`src/sv/wce_pkg.sv`:
```
// Shared types and constants of the wall collision event tracker.
// Used by all modules of the block; depends on nothing.
`timescale 1ns / 1ps

package wce_pkg;

    localparam int ATOM_SLOTS_DEF = 4096;
    localparam int QUEUE_DEPTH    = 2;
    localparam int PADDR_W        = 5;

    localparam logic [23:0] CNT_MAX = 24'hFFFFFF;

    localparam logic REC_ENTRY = 1'b0;
    localparam logic REC_EXIT  = 1'b1;

    // Register indexes on the configuration port (byte address 4*index)
    localparam logic [2:0] REG_GAS_SPECIES     = 3'd0;
    localparam logic [2:0] REG_CHANNEL_HEIGHT  = 3'd1;
    localparam logic [2:0] REG_CUTOFF_DISTANCE = 3'd2;
    localparam logic [2:0] REG_CHANNEL_X_LOW   = 3'd3;
    localparam logic [2:0] REG_CHANNEL_X_HIGH  = 3'd4;

    typedef struct packed {
        logic [11:0]        atom_slot;
        logic [7:0]         atom_kind;
        logic               first_frame;
        logic [23:0]        frame_index;
        logic signed [31:0] pos_x;
        logic signed [31:0] pos_y;
        logic signed [31:0] pos_z;
        logic signed [31:0] vel_x;
        logic signed [31:0] vel_y;
        logic signed [31:0] vel_z;
    } in_item_t;

    typedef struct packed {
        logic               record_kind;
        logic [11:0]        particle_slot;
        logic [23:0]        snap_frame;
        logic signed [31:0] snap_x;
        logic signed [31:0] snap_y;
        logic signed [31:0] snap_z;
        logic signed [31:0] snap_vx;
        logic signed [31:0] snap_vy;
        logic signed [31:0] snap_vz;
        logic               pair_last;
        logic [23:0]        started_total;
        logic [23:0]        ended_total;
    } out_item_t;

    typedef struct packed {
        logic [7:0]         gas_species;
        logic [30:0]        channel_height;
        logic [30:0]        cutoff_distance;
        logic signed [31:0] channel_x_low;
        logic signed [31:0] channel_x_high;
    } cfg_t;

    // One stored snapshot of a particle
    typedef struct packed {
        logic [23:0]        frame;
        logic signed [31:0] px;
        logic signed [31:0] py;
        logic signed [31:0] pz;
        logic signed [31:0] vx;
        logic signed [31:0] vy;
        logic signed [31:0] vz;
    } snap_t;

    // Classified record passed from the front end to the back end
    typedef struct packed {
        logic [11:0] slot;
        logic        first;
        logic        high;
        snap_t       rec;
    } q_item_t;

endpackage

```
`src/sv/wce_queue.sv`:
```
// Short FIFO of classified records between the front and back ends.
// Depends on wce_pkg.
`timescale 1ns / 1ps

module wce_queue (
    input  logic             aclk,
    input  logic             aresetn,
    input  logic             push,
    input  wce_pkg::q_item_t push_data,
    output logic             full,
    input  logic             pop,
    output wce_pkg::q_item_t head,
    output logic             empty
);

    localparam int DEPTH = wce_pkg::QUEUE_DEPTH;
    localparam int PTR_W = (DEPTH > 1) ? $clog2(DEPTH) : 1;
    localparam int CNT_W = $clog2(DEPTH + 1);

    wce_pkg::q_item_t entry_reg [DEPTH];
    logic [PTR_W-1:0] wr_ptr_reg, wr_ptr_next;
    logic [PTR_W-1:0] rd_ptr_reg, rd_ptr_next;
    logic [CNT_W-1:0] count_reg, count_next;

    assign full  = count_reg == CNT_W'(DEPTH);
    assign empty = count_reg == '0;
    assign head  = entry_reg[rd_ptr_reg];

    always_comb begin
        wr_ptr_next = wr_ptr_reg;
        rd_ptr_next = rd_ptr_reg;
        count_next  = count_reg;
        if (push) begin
            wr_ptr_next = (wr_ptr_reg == PTR_W'(DEPTH - 1)) ? '0 : wr_ptr_reg + 1'b1;
        end
        if (pop) begin
            rd_ptr_next = (rd_ptr_reg == PTR_W'(DEPTH - 1)) ? '0 : rd_ptr_reg + 1'b1;
        end
        if (push && !pop) begin
            count_next = count_reg + 1'b1;
        end else if (pop && !push) begin
            count_next = count_reg - 1'b1;
        end
    end

    always_ff @(posedge aclk) begin
        if (!aresetn) begin
            wr_ptr_reg <= '0;
            rd_ptr_reg <= '0;
            count_reg  <= '0;
        end else begin
            wr_ptr_reg <= wr_ptr_next;
            rd_ptr_reg <= rd_ptr_next;
            count_reg  <= count_next;
        end
    end

    always_ff @(posedge aclk) begin
        if (push) begin
            entry_reg[wr_ptr_reg] <= push_data;
        end
    end

endmodule

```
`config.mk`:
```
export PLATFORM = sky130hd
export DESIGN_NAME = wce_queue
export DESIGN_NICKNAME = d
export VERILOG_FILES = /design/src/sv/wce_pkg.sv /design/src/sv/wce_queue.sv
export SDC_FILE = /design/constraint.sdc
export NUM_CORES = 1
export LEC_CHECK = 0
export ABC_AREA = 1
export BUFFER_PORTS_ARGS = -buffer_cell sky130_fd_sc_hd__buf_2
export CAP_MARGIN = 15
export CORE_ASPECT_RATIO = 1.5
export CORE_MARGIN = 4
export CORE_UTILIZATION = 40
export CTS_BUF_LIST = sky130_fd_sc_hd__clkbuf_2 sky130_fd_sc_hd__clkbuf_4 sky130_fd_sc_hd__clkbuf_8
export DETAILED_ROUTE_END_ITERATION = 8
export REMOVE_ABC_BUFFERS = 1
export SYNTH_ARGS = -nofsm -noshare
export SYNTH_HDL_FRONTEND = slang
export SYNTH_SLANG_ARGS = --single-unit
export TNS_END_PERCENT = 1
```
`constraint.sdc`:
```
create_clock -name aclk -period 24.7 [get_ports aclk]
set_input_delay 0 -clock aclk [delete_from_list [all_inputs] [get_ports aclk]]
set_output_delay 0 -clock aclk [all_outputs]
set_load 0.05 [all_outputs]
```
; Yosys cells after proc, flatten, opt, wreduce, memory -nomap -nowiden
; Memories as Yosys holds them, arrays and structs flattened. A register that Yosys moved wholly into a read port is not among the register bits.
; Index checks and enable logic that the tools add are counted.
[op_classes]
reduce_logical = 6
n_div = 0
n_mux = 8
mul = 0
n_addsub = 4
n_bitwise = 0
shifts = 0
magnitude_cmp = 0
eq_ne = 1
[op_table]
columns = cell, n
row1 = 2-to-1 mux 1 bit, 6
row2 = 2-to-1 mux 2 bit, 2
row3 = adder 1 bit (second input constant), 2
row4 = adder 2 x 1 -> 2 bit (second input constant), 1
row5 = == test 2 bit (second input constant), 1
row6 = logical AND 1 bit, 2
row7 = logical NOT 1 bit, 2
row8 = logical NOT 2 bit, 1
row9 = nonzero test 2 bit, 1
row10 = subtractor 2 x 1 -> 2 bit (second input constant), 1
[totals]
ramBits = 460
word_cells = 23
latchBits = 0
mem_bits_ro = 0
memories = 1
out_inout_bits = 232
inputBits = 234
regBits = 4
[memory_table]
columns = name, words, word_bits, rd, rd_ports_with_merged_regs, wr, line_no
row1 = entry_reg, 2, 230, 1, 1, 1, wce_queue.sv:20  ; wce_pkg::q_item_t entry_reg [DEPTH];

; Logic depth before layout (Yosys ltp)
[logic_depth]
depth_word = 4
depth_mapped = 8
mapped_depth_nobuf = 8

; Worst setup path before layout
; OpenSTA, ideal clock, no wires.
[synth_timing]
path_type = register to register
from = register wr_ptr_reg
to = memory entry_reg[0][0] (netlist bit) (enable)
path_buffers = 0
slack_ns = 14.038
required_ns = 23.869
synth_period_minus_slack_ns = 10.662
setup_time_ns = 0.831
path_stages_with_launch = 2
t_arrival_ns = 9.831
path_cell_list = dfxtp_1 > nor2_1
[synth_rtl]
columns = element, line_no
row1 = from (decl), wce_queue.sv:21  ; logic [PTR_W-1:0] wr_ptr_reg, wr_ptr_next;
row2 = from (signal assigned), wce_queue.sv:52  ; wr_ptr_reg <= wr_ptr_next;
row3 = to (decl), wce_queue.sv:20
; Straight into the memory's write port.

==> results.py <==
metrics = {
    "timing": {
        "tns_ns": 0,
        "slew-limit-headroom_pct": 22.6,
        "period_minus_slack_ns": 3.84,
        "tightest_slew_ns": 1.16,
        "skew_ns": 0.0193,
        "setup_viol": 0,
        "rsz0062_at_grt": "false",
        "whs_ns": 0.127,
        "slew_violations": 0,
        "fin_crit_sh_pct": 15.5,
        "finalHoldViolCount": 0,
        "clock.fmax_mhz": 261,
    },
    "routing": {
        "wl_per_cell_um": 19.6,
        "vias": 9845,
        "drc": 0,
        "dr.pass1.iters": 4,
        "detail-route-antenna-nets": 0,
        "routed_via_density": 4.59,
        "drt-total-wl_um": 42100,
        "drt_iter0_markers": 385,
    },
    "synthesis": {
        "synth_warnings": 0,
        "synthCells": 751,
        "ys_seq_elements": 465,
        "syn_avg_cell_area_um2": 23.8,
        "synth.distinct_cells": 15,
        "synth_seq_area_share_pct": 78.0,
        "synth_area_mm2": 0.0178,
    },
    "cells_and_area": {
        "final_common_cell": "buf_2",
        "area_growth_pct": 36.0,
        "n_fill_cell": 3505,
        "mostFrequentLayoutCells": "buf_2 (465), edfxtp_1 (460), dlygate4sd3_1 (235)",
        "seqCellArea_mm2": 0.0139,
        "largest_reg_flops": 460,
        "drive_gt1_share_pct": 51.9,
        "multiInputGateArea_mm2": 0.00345,
        "nets": 1740,
    },
    "worst_setup_path": {
        "cp_slowest_cell": "buf_4",
        "r2r_setup_slack_ns": 21.97,
        "path_class": "flip-flop to output port",
        "crit_path_end_kind": "output port",
        "crit_chain": "buf_4, buf_4, mux2_2, buf_2",
        "r2r_start": "wr_ptr_reg",
        "cp_num_buf_inv": 3,
        "endpoint": "head[217]",
        "cp_top_family": "buffers and inverters",
        "cp.depth": 4,
        "reg2reg_depth": 3,
        "crit_arrival_ns": 3.84,
        "worst_path_most_repeated_cell": "buf_4",
        "worstSetupStartpointType": "flip-flop",
        "critPathRequiredTime_ns": 24.70,
        "rr_endpoint": "entry_reg[0][159]",
        "cpPeakStageDelay_ns": 0.89,
        "cp_max_fo": 58,
    },
    "floorplan": {
        "placement_rows": 94,
        "die-area_mm2": 0.0481,
        "design.core.area_mm2": 0.0440,
        "die_h_um": 267,
        "die_x_um": 180,
        "ios": 466,
        "start_util_pct": 40.6,
    },
    "clock_network": {
        "cts.repair.resized": 0,
        "tritoncts": "done",
        "cts.htree.levels": 3,
        "root_buffer": "clkbuf_8",
        "max-clock-path-buffers": 3,
        "cts.sinks": 465,
        "clkSlewWorstSetupHoldPaths_ns": 0.06,
        "clk-insertion-delay-late_ns": 0.58,
        "numCtsBuffers": 70,
    },
    "global_route": {
        "grt_pass1_vias": 11016,
        "grt_max_degree": 159,
        "grt_overflow_total": 0,
        "track_usage_pct": 16.8,
        "grt_pass1_wl_um": 62200,
        "antenna_found_initial": 8,
    },
    "power": {
        "p_leak_nw": 9.66,
        "total_power_mw": 1.86,
        "powerDensity_mw_per_mm2": 76.6,
        "vdd_drop_max_v": 0.0000598,
    },
    "worst_hold_path": {
        "min_path_type": "input port to flip-flop",
        "whs_path_depth": 2,
    },
    "placement": {
        "io_buffers": 465,
        "hpwlAfterDp_um": 28100,
        "finalWeightedCongestion": 0.843,
    },
    "outcome": {
        "status": "finished clean",
    },
    "flow_run": {
        "drv_cap": 0,
    },
}
## Yosys cell counts
library cell | n | share of area (%)
edfxtp_1 | 460 | 77
mux2_4 | 200 | 17
mux2_2 | 30 | 1.9
buf_12 | 22 | 2.5
nor2_1 | 9 | 0.19
inv_1 | 8 | 0.17
nand2_1 | 8 | 0.17
dfxtp_1 | 5 | 0.56
buf_2 | 3 | 0.084
a21oi_1 | 1 | 0.028
buf_6 | 1 | 0.063
ha_1 | 1 | 0.070
nand3_1 | 1 | 0.028
nand4_1 | 1 | 0.035
o21ai_0 | 1 | 0.028
## area by class of cell
class                      instances  area share [%]
sequential                       465            57.3
timing repair buffer             708            19.6
multi-input combinational        252            14.2
clock buffer                      94            4.76
tap                              576            2.97
clock inverter                    35           0.948
inverter                           8           0.155
antenna                            6          0.0619
## kinds of logic after synthesis
group	Yosys count	synth area share [%]
compound gates	2	0.0560
fa+ha+maj	1	0.0701
buf+inv	34	2.78
flops	465	78.0
mux	230	18.7
simple gates	19	0.421
## layer usage
metal | wire length [µm] | track usage, % | vias up | share of wire (%)
li1 | - | - | 4515 | -
met1 | 14300 | 17.0 | 4776 | 34
met2 | 22800 | 30.9 | 408 | 54
met3 | 2540 | 4.55 | 142 | 6.0
met4 | 2440 | 10.0 | 4 | 5.8
met5 | 25 | 0 | - | 0.059
## report_power, final
part	total (mW)	leakage (nW)	switching, mW	internal [mW]
clock network	0.615	0.727	0.286	0.329
registers	0.930	4.36	0.0144	0.916
logic	0.314	4.57	0.201	0.113
total	1.86	9.66	0.502	1.36
## repair_timing
action / in CTS / in global routing
setup buffers: 0 / 0
setup endpoints to repair: 0 / 0
hold buffers: 235 / 0
hold endpoints to repair: 465 / 0
## worst min-delay path by stage
stage,start,to,slack (ns)
floorplan,push_data[0],entry_reg[0][0],0.1
global route,push_data[5],entry_reg[1][5],0.08
CTS,push_data[106],entry_reg[0][106],0.05
finish,push_data[155],entry_reg[1][155],0.13
global placement,push_data[108],entry_reg[0][108],0.19
detailed placement,push_data[123],entry_reg[1][123],0.19
## through the flow
stage / setup slack [ns] / utilization [%] / cells / area (µm²)
after global routing: 20.62 / 55.2 / 2142 / 24300
after global placement: 21.47 / 46.7 / 1774 / 20500
after floorplan: 14.04 / - / 725 / 17400
final: 20.86 / 55.2 / 2144 / 24300
after detailed placement: 21.43 / 46.7 / 1774 / 20500
after CTS: 20.75 / 55.2 / 2138 / 24300
No activity file was read; power rests on OpenSTA's default activity.
