$ cat src/sv/wce_pkg.sv
// Shared types and constants of the wall collision event tracker.
// Used by all modules of the block; depends on nothing.
`timescale 1ns / 1ps

package wce_pkg;

    localparam int ATOM_SLOTS_DEF = 4096;
    localparam int QUEUE_DEPTH    = 2;
    localparam int PADDR_W        = 5;

    localparam logic [23:0] CNT_MAX = 24'hFFFFFF;

    localparam logic REC_ENTRY = 1'b0;
    localparam logic REC_EXIT  = 1'b1;

    // Register indexes on the configuration port (byte address 4*index)
    localparam logic [2:0] REG_GAS_SPECIES     = 3'd0;
    localparam logic [2:0] REG_CHANNEL_HEIGHT  = 3'd1;
    localparam logic [2:0] REG_CUTOFF_DISTANCE = 3'd2;
    localparam logic [2:0] REG_CHANNEL_X_LOW   = 3'd3;
    localparam logic [2:0] REG_CHANNEL_X_HIGH  = 3'd4;

    typedef struct packed {
        logic [11:0]        atom_slot;
        logic [7:0]         atom_kind;
        logic               first_frame;
        logic [23:0]        frame_index;
        logic signed [31:0] pos_x;
        logic signed [31:0] pos_y;
        logic signed [31:0] pos_z;
        logic signed [31:0] vel_x;
        logic signed [31:0] vel_y;
        logic signed [31:0] vel_z;
    } in_item_t;

    typedef struct packed {
        logic               record_kind;
        logic [11:0]        particle_slot;
        logic [23:0]        snap_frame;
        logic signed [31:0] snap_x;
        logic signed [31:0] snap_y;
        logic signed [31:0] snap_z;
        logic signed [31:0] snap_vx;
        logic signed [31:0] snap_vy;
        logic signed [31:0] snap_vz;
        logic               pair_last;
        logic [23:0]        started_total;
        logic [23:0]        ended_total;
    } out_item_t;

    typedef struct packed {
        logic [7:0]         gas_species;
        logic [30:0]        channel_height;
        logic [30:0]        cutoff_distance;
        logic signed [31:0] channel_x_low;
        logic signed [31:0] channel_x_high;
    } cfg_t;

    // One stored snapshot of a particle
    typedef struct packed {
        logic [23:0]        frame;
        logic signed [31:0] px;
        logic signed [31:0] py;
        logic signed [31:0] pz;
        logic signed [31:0] vx;
        logic signed [31:0] vy;
        logic signed [31:0] vz;
    } snap_t;

    // Classified record passed from the front end to the back end
    typedef struct packed {
        logic [11:0] slot;
        logic        first;
        logic        high;
        snap_t       rec;
    } q_item_t;

endpackage

$ cat src/sv/wce_front.sv
// Front end: accepts input records and keeps only tracked in-channel ones.
// Depends on wce_pkg; feeds wce_queue.
`timescale 1ns / 1ps

module wce_front #(
    parameter int ATOM_SLOTS = wce_pkg::ATOM_SLOTS_DEF
) (
    input  logic              s_valid,
    output logic              s_ready,
    input  wce_pkg::in_item_t s_data,
    input  wce_pkg::cfg_t     cfg,
    input  logic              q_full,
    input  logic              clearing,
    output logic              push,
    output wce_pkg::q_item_t  push_data
);

    logic slot_ok;
    logic kind_ok;
    logic z_ok;
    logic x_ok;
    logic qualify;

    assign s_ready = !q_full && !clearing;

    always_comb begin
        slot_ok = 32'(s_data.atom_slot) < ATOM_SLOTS;
        kind_ok = s_data.atom_kind == cfg.gas_species;
        z_ok    = (s_data.pos_z >= 32'sd0)
                  && (s_data.pos_z <= $signed({1'b0, cfg.channel_height}));
        x_ok    = (s_data.pos_x >= cfg.channel_x_low)
                  && (s_data.pos_x <= cfg.channel_x_high);
        qualify = slot_ok && kind_ok && z_ok && x_ok;
    end

    // Drop records that do not qualify; they change nothing downstream
    assign push = s_valid && s_ready && qualify;

    always_comb begin
        push_data.slot      = s_data.atom_slot;
        push_data.first     = s_data.first_frame;
        push_data.high      = s_data.pos_z >= $signed({1'b0, cfg.cutoff_distance});
        push_data.rec.frame = s_data.frame_index;
        push_data.rec.px    = s_data.pos_x;
        push_data.rec.py    = s_data.pos_y;
        push_data.rec.pz    = s_data.pos_z;
        push_data.rec.vx    = s_data.vel_x;
        push_data.rec.vy    = s_data.vel_y;
        push_data.rec.vz    = s_data.vel_z;
    end

endmodule

$ cat config.mk
export PLATFORM = sky130hd
export DESIGN_NAME = wce_front
export DESIGN_NICKNAME = d
export VERILOG_FILES = /design/src/sv/wce_pkg.sv /design/src/sv/wce_front.sv
export SDC_FILE = /design/constraint.sdc
export NUM_CORES = 1
export LEC_CHECK = 0
export ABC_AREA = 1
export BUFFER_PORTS_ARGS = -buffer_cell sky130_fd_sc_hd__buf_4
export CAP_MARGIN = 20
export CORE_AREA = 5 5 233 235
export DETAILED_ROUTE_END_ITERATION = 10
export DIE_AREA = 0 0 238 240
export GPL_ROUTABILITY_DRIVEN = 0
export GPL_TIMING_DRIVEN = 0
export PLACE_DENSITY = 0.3
export SKIP_LAST_GASP = 1
export SLEW_MARGIN = 5
export SYNTH_ARGS = -nofsm -noshare
export SYNTH_HDL_FRONTEND = slang
export SYNTH_SLANG_ARGS = --single-unit
$ cat constraint.sdc
create_clock -name vclk -period 2.9
set_clock_uncertainty 0.2 [all_clocks]
set_input_delay 0.58 -clock vclk [all_inputs]
set_output_delay 0.58 -clock vclk [all_outputs]
set_load 0.01 [all_outputs]
After elaboration in Yosys (flattened, before gate mapping)
Cells that the tools add are included.
Operators by class
  $lt $le $gt $ge: 5
  equality and inequality tests: 1
  reductions and logical operators: 9
Operator list (count)
  >= comparator 32 bit: 2
  less-or-equal comparator 32 bit: 2
  >= comparator 32 x 1 -> 1 bit (second input constant): 1
  equality test 8 bit: 1
  logical AND 1 bit: 7
  zero test 1 bit: 2
Word-level totals
  bits in registers: 0
  input port bits: 374
  word-level logic and storage cells: 15

Logic depth before layout (Yosys ltp)
Gate-level depths: netlist of run 1.
  depth after elaboration: 5
  depth in mapped cells: 18

Worst setup path before layout of run 1
No wires, ideal clock.
  path type: input to output
  start point: input port cfg[63] (netlist name)
  end point: output port push
  arrival time: 1.813 ns
  setup slack: 0.307 ns
  stages: 12
  buffers on the path: 0
  cell sequence: inv_1 -> ha_1 -> nand2_1 -> nor2_2 -> nand2_2 -> nor3b_2 -> nand2_1 -> nand2_1 -> nand2_1 -> nand3_1 -> nand2_1 -> nor2_1
Between the ends
  cells in the longest elaborated chain, start to end: 4
RTL lines
  start, declared: RTL line wce_front.sv:11  | input wce_pkg::cfg_t cfg,
  >= comparator 32 bit: RTL line wce_front.sv:31  | x_ok = (s_data.pos_x >= cfg.channel_x_low)
  logical AND 1 bit: RTL line wce_front.sv:32  | && (s_data.pos_x <= cfg.channel_x_high);
  logical AND 1 bit: RTL line wce_front.sv:33  | qualify = slot_ok && kind_ok && z_ok && x_ok;
  logical AND 1 bit: RTL line wce_front.sv:37  | assign push = s_valid && s_ready && qualify;
  end, declared: RTL line wce_front.sv:14  | output logic push,
No other way between the ends.

Final worst setup path of run 1
  start point: input port s_data[183] (netlist name)
  end point: output port push
Between the ends
  cells in the longest elaborated chain, start to end: 4
  elaborated cells between the ends (all ways): 5
  those cells by class: order compare (2); reduce/logical (3)
RTL lines
  start, declared: RTL line wce_front.sv:10  | input wce_pkg::in_item_t s_data,
  >= comparator 32 bit or less-or-equal comparator 32 bit (tied branches): RTL line wce_front.sv:31, wce_front.sv:32
  logical AND 1 bit (*): RTL line wce_front.sv:32
  logical AND 1 bit (*): RTL line wce_front.sv:33
  logical AND 1 bit (*): RTL line wce_front.sv:37
Mark *: on every way between the ends. The rest lies on a longest branch, timed or not.

==> summary.md, run 1 <==
| Metric | Value |
|---|---|
| Kind of critical path | `in -> out` |
| Critical path, cell by cell | `buf_4 > ha_1 > nand2_2 > nor2_4 > nand3_2 > nor3b_4 > nand2_2 > nand2_1 > nand2_1 > nand3_1 > nand2_2 > nor2_2 > buf_6` |
| Dpl cells | `between 1,500 and 2,000` |
| Die W | `about 240 um` |
| Mapped cell area | `5190 um^2` |
| Max Cap Violations | `0` |
| Routed len/inst | `13.6 um` |
| Aggregate global routing overflow | `0` |
| Critical path's slowest cell | `ha_1` |
| Vias in the first global route | `roughly 6,400` |
| # setup viols final | `1` |
| DRC errors left | `0` |
| Hold crit path type | `in -> out` |
| Place WS | `-0.660 ns` |
| Final Cycle Share | `1.00` |
| Final HPWL DP | `approximately 25 mm` |
| Pre-antenna DRT Iters | `4` |
| Critical Path Start Type | `input pin` |
| WP data arrival | `about 2.1 ns` |
| Initial antenna violation count | `0` |
| Routed via count | `6,029` |
| Layout cell share with drive strength beyond 1 | `0.627` |
| Area leader, netlist | `buf_4` |
| Fillers | `5,958` |
| Post-Layout Cell Count | `1,920` |
| Ranking of synthesized cells by area | `buf_4, ha_1, inv_1` |
| Total negative slack | `-0.0119 ns` |
| Worst slew pin tran | `about 0.4 ns` |
| Clkbuf count | `0` |
| Post-Syn Instances | `around 800` |
| Fmax | `343 MHz` |
| Final Total Pwr | `1.41 mW` |
| Yosys warning count | `0` |
| Synth top area share | `0.331` |
| Core Area | `between 50,000 and 60,000 um^2` |
| PwrDens | `approximately 140 nW/um^2` |
| Seq_cells | `0` |
| WP data required | `around 2.1 ns` |
| Min cycle time layout | `2.91 ns` |
| Die area | `57,100 um^2` |
| Post-route ant nets | `0` |
| Avg Cell Area, Syn | `6.63 um^2` |
| Number of core rows | `84` |
| Crit-path most repeated cell | `nand2_2` |
| Io pins | `606` |
| Setup ws final | `-0.0119 ns` |
| Peak VDD IR | `roughly 0.055 mV` |
| CP max stage delay | `0.31 ns` |
| Ant diodes | `0` |
| Number of port buffers | `about 440` |
| Via density | `3.14` |
| Pins Over Slew Limit | `0` |
| Final hold violation count | `0` |
| Tot GR Track Use | `0.0798` |
| Initial Utilization | `0.0997` |
| Post-CTS Hold Fix Bufs | `0` |
| Status | `finished, violations left` |
| Worst slew margin | `0.731` |
| Total wire length | `26.2 mm` |
| Post-synthesis sequential area ratio | `0` |
| Syn_nets | `around 1,300` |
| Pleak | `5.64 nW` |
| Post-synth cell types | `30` |
| CP Capture Type | `primary output` |
| FF+latch area | `0 um^2` |
| Global-route wire length before repair | `36.3 mm` |
| Final core occ | `0.193` |
| Die Span Y | `240 um` |
| CP Max Fanout | `3` |
| Unrepaired setup endpoints after global routing | `true` |
| Largest net degree at the start of global routing | `7` |
| Final nets | `1,734` |
| Initial DRC count | `101` |
| P&R area growth vs syn | `93.0%` |
| Failing checks | `setup timing` |
## worst max-delay path, delay by kind of cell
kind / cells / cell delay [ns]
adder cells (fa/ha/maj): 1 / 0.31
buffers and inverters: 2 / 0.25
AND/OR/NAND/NOR: 10 / 1.00
## layout make-up
class / instances / area [um^2] / share of cell area
Timing Repair Buffer: 449 / 3460 / 0.346
Buffer: 229 / 1720 / 0.172
Tap cell: 688 / 861 / 0.0859
Inverter: 155 / 594 / 0.0593
Multi-Input combinational cell: 399 / 3380 / 0.337
## synth_stat cells, drive strengths merged (3+ instances only)
cell      n
nor2     30
a21oi    58
o21a      5
ha      126
xnor2     5
nand3    12
o21ai    17
a21o      3
inv     152
buf     229
nor4      6
nor3      4
xor2      3
nand4    11
nand2   113
clkinv    3
## cell usage in the layout (no fill, tap or decap), types with 4 or more instances in the layout
master and count:
buf_4 659, inv_1 129, ha_1 104, nand2_1 99
a21oi_1 46, ha_4 22, nor2_1 20, inv_2 18
buf_6 15, nand2_2 12, nand4_1 11, o21ai_0 10
a21oi_2 10, nand3_1 8, nor2_2 7, inv_4 5
o21ai_1 5, xnor2_1 5, o21a_1 4
## logic make-up after synthesis
logic type / synth area share
buf+inv: 0.443
simple gates: 0.147
fa+ha+maj: 0.304
compound gates: 0.0919
xor+xnor: 0.0135
## per-stage QoR
step / hold WS, ns / cell area, um^2
after global placement: 1.14 / 9360
after detailed placement: 1.14 / 9360
final: 1.14 / 10000
after floorplan: 1.01 / 5190
after CTS: 1.14 / 9620
after global routing: 1.14 / 10000
## power breakdown
group | total [mW] | switching, mW | leakage (nW) | internal (mW)
sequential | 0 | 0 | 0 | 0
clock | 0 | 0 | 0 | 0
combinational | 1.41 | 0.597 | 5.64 | 0.816
total | 1.41 | 0.597 | 5.64 | 0.816
## worst paths after layout
kind	cells past startpoint	from	endpoint
max	13	s_data[183]	push
min	2	s_data[21]	push_data[21]
## per-layer routing
metal,part of all wire,routed length [um],global-route usage
met3,0.083,2170,0.0197
met1,0.36,9360,0.0874
met4,0.0040,105,0.00278
met2,0.56,14600,0.162
met5,0,0,0
## repair_timing
action | CTS | global route
endpoints found under the hold margin | 0 | 0
resized for setup | 46 | 77
pin swaps | 20 | 37
setup buffers | 3 | 5
setup endpoints to repair | 2 | 2
Note: power is estimated with default switching activity, not from simulation.
==> inputs of run 2 (changes only) <==
==> constraint.sdc (replaced) <==
create_clock -name vclk -period 2.9
set_clock_uncertainty 0.2 [all_clocks]
set_input_delay 0.145 -clock vclk [all_inputs]
set_output_delay 0.145 -clock vclk [all_outputs]
set_load 0.01 [all_outputs]
==> summary.md, run 2 (synthesized netlist as in run 1, its figures left out) <==
| Metric | Value |
|---|---|
| Status | `completed` |
| CP Capture Type | `primary output` |
| Fmax | `399 MHz` |
| Final core occ | `0.180` |
| Crit-path most repeated cell | `nand4_1` |
| CP Max Fanout | `3` |
| Aggregate global routing overflow | `0` |
| Post-CTS Hold Fix Bufs | `0` |
| Initial Utilization | `0.0997` |
| PwrDens | `138 nW/um^2` |
| Die Span Y | `240 um` |
| Ant diodes | `0` |
| Total wire length | `25.6 mm` |
| Tot GR Track Use | `0.0788` |
| Min cycle time layout | `2.50 ns` |
| Die W | `238 um` |
| Clkbuf count | `0` |
| Core Area | `approximately 52,000 um^2` |
| Post-CTS Resized | `0` |
| # setup viols final | `0` |
| Pleak | `5.53 nW` |
| Vias in the first global route | `6,329` |
| Total negative slack | `0 ns` |
| Post-route ant nets | `0` |
| Hold crit path type | `in -> out` |
| Critical path's slowest cell | `nor4_1` |
| DRC errors left | `0` |
| WP data arrival | `between 2 and 2.5 ns` |
| Critical Path Start Type | `input pin` |
| Clock network fraction of total power | `0` |
| Global-route wire length before repair | `35.8 mm` |
| Worst slew margin | `0.456` |
| Fillers | `5,988` |
| Io pins | `about 610` |
| Initial antenna violation count | `0` |
| P&R area growth vs syn | `80.4%` |
| Number of port buffers | `441` |
| Largest net degree at the start of global routing | `7` |
| Place WS | `0.210 ns` |
| CP max stage delay | `0.66 ns` |
| Worst slew pin tran | `0.809 ns` |
| Final hold violation count | `0` |
| Setup ws final | `0.396 ns` |
| Peak VDD IR | `0.0548 mV` |
| Kind of critical path | `in -> out` |
| Commonest non-fill, non-tap cell in the layout | `buf_4` |
| Final Cycle Share | `0.863` |
| Flop pwr share | `0` |
| Net Switching | `~0.54 mW` |
| Initial DRC count | `86` |
| Layout cell share with drive strength beyond 1 | `0.560` |
| Most used cells in the layout excluding fill and tap cells | `buf_4, inv_1, ha_1` |
| Final nets | `~1,700` |
| Post-CTS Setup Inserts | `0` |
| Area after DPL | `between 9000 and 10,000 um^2` |
| Design area | `9360 um^2` |
| Number of core rows | `84` |
| Area occupied by multi-input gates | `2890 um^2` |
| Die area | `57,100 um^2` |
| Critical path, cell by cell | `buf_4 > ha_1 > nand4_1 > inv_1 > nand4_1 > nor4_1 > nand4_1 > nand2_1 > buf_4` |
| FF+latch area | `0 um^2` |
| Via density | `3.09` |
| Routed len/inst | `~13 um` |
| WP data required | `between 2 and 3 ns` |
| Power share of the combinational group | `1.000` |
| Seq_cells | `0` |
| Final HPWL DP | `24.7 mm` |
| Routed via count | `between 5,000 and 6,000` |
| Pre-antenna DRT Iters | `4` |
| Unrepaired setup endpoints after global routing | `false` |
| Switch share | `0.419` |
| Max Cap Violations | `0` |
| Pins Over Slew Limit | `0` |
| Pint | `0.751 mW` |
==> run 2: cell count changes in the layout (fill, tap and decap cells not counted), sizes merged <==
cell and change:
buf -8
==> run 2: layer usage <==
layer / wire length [um] / vias to the layer above / track usage
met5: 0 / - / 0
met4: 48 / 0 / 0.00139
met3: 2160 / 2 / 0.0196
met2: 14100 / 286 / 0.160
met1: 9270 / 2489 / 0.0866
li1: - / 3123 / -
==> run 2: critical path: cells and delay by family <==
family,cells,cell delay [ns]
adders and majority gates,1,0.30
buffers and inverters,3,0.40
and+or+nand+nor,5,1.32
==> run 2: final timing paths <==
| check | end | cells after the start | slack, ns | from |
|---|---|---|---|---|
| worst max-delay path | push_data[216] | 9 | 0.40 | s_data[125] |
| worst min-delay path | push_data[21] | 2 | 0.27 | s_data[21] |
==> run 2: layout make-up <==
class	count	share of cell area
repair buffers	441	0.354
multi-input cells	399	0.309
plain buffers	229	0.184
well taps	688	0.0920
inverters	155	0.0622
==> run 2: power by group through the flow <==
stage / sequential [mW] / combinational (mW) / clock [mW]
after floorplan: 0 / 0.669 / 0
after global placement: 0 / 1.32 / 0
after detailed placement: 0 / 1.33 / 0
after CTS: 0 / 1.33 / 0
after global routing: 0 / 1.46 / 0
final: 0 / 1.29 / 0
==> run 2: stage by stage <==
stage	power, mW	std cells	hold WS (ns)
after detailed placement	1.33	1912	0.268
after global placement	1.32	1912	0.268
after floorplan	0.669	783	0.140
after CTS	1.33	1912	0.268
final	1.29	1912	0.266
after global routing	1.46	1912	0.270
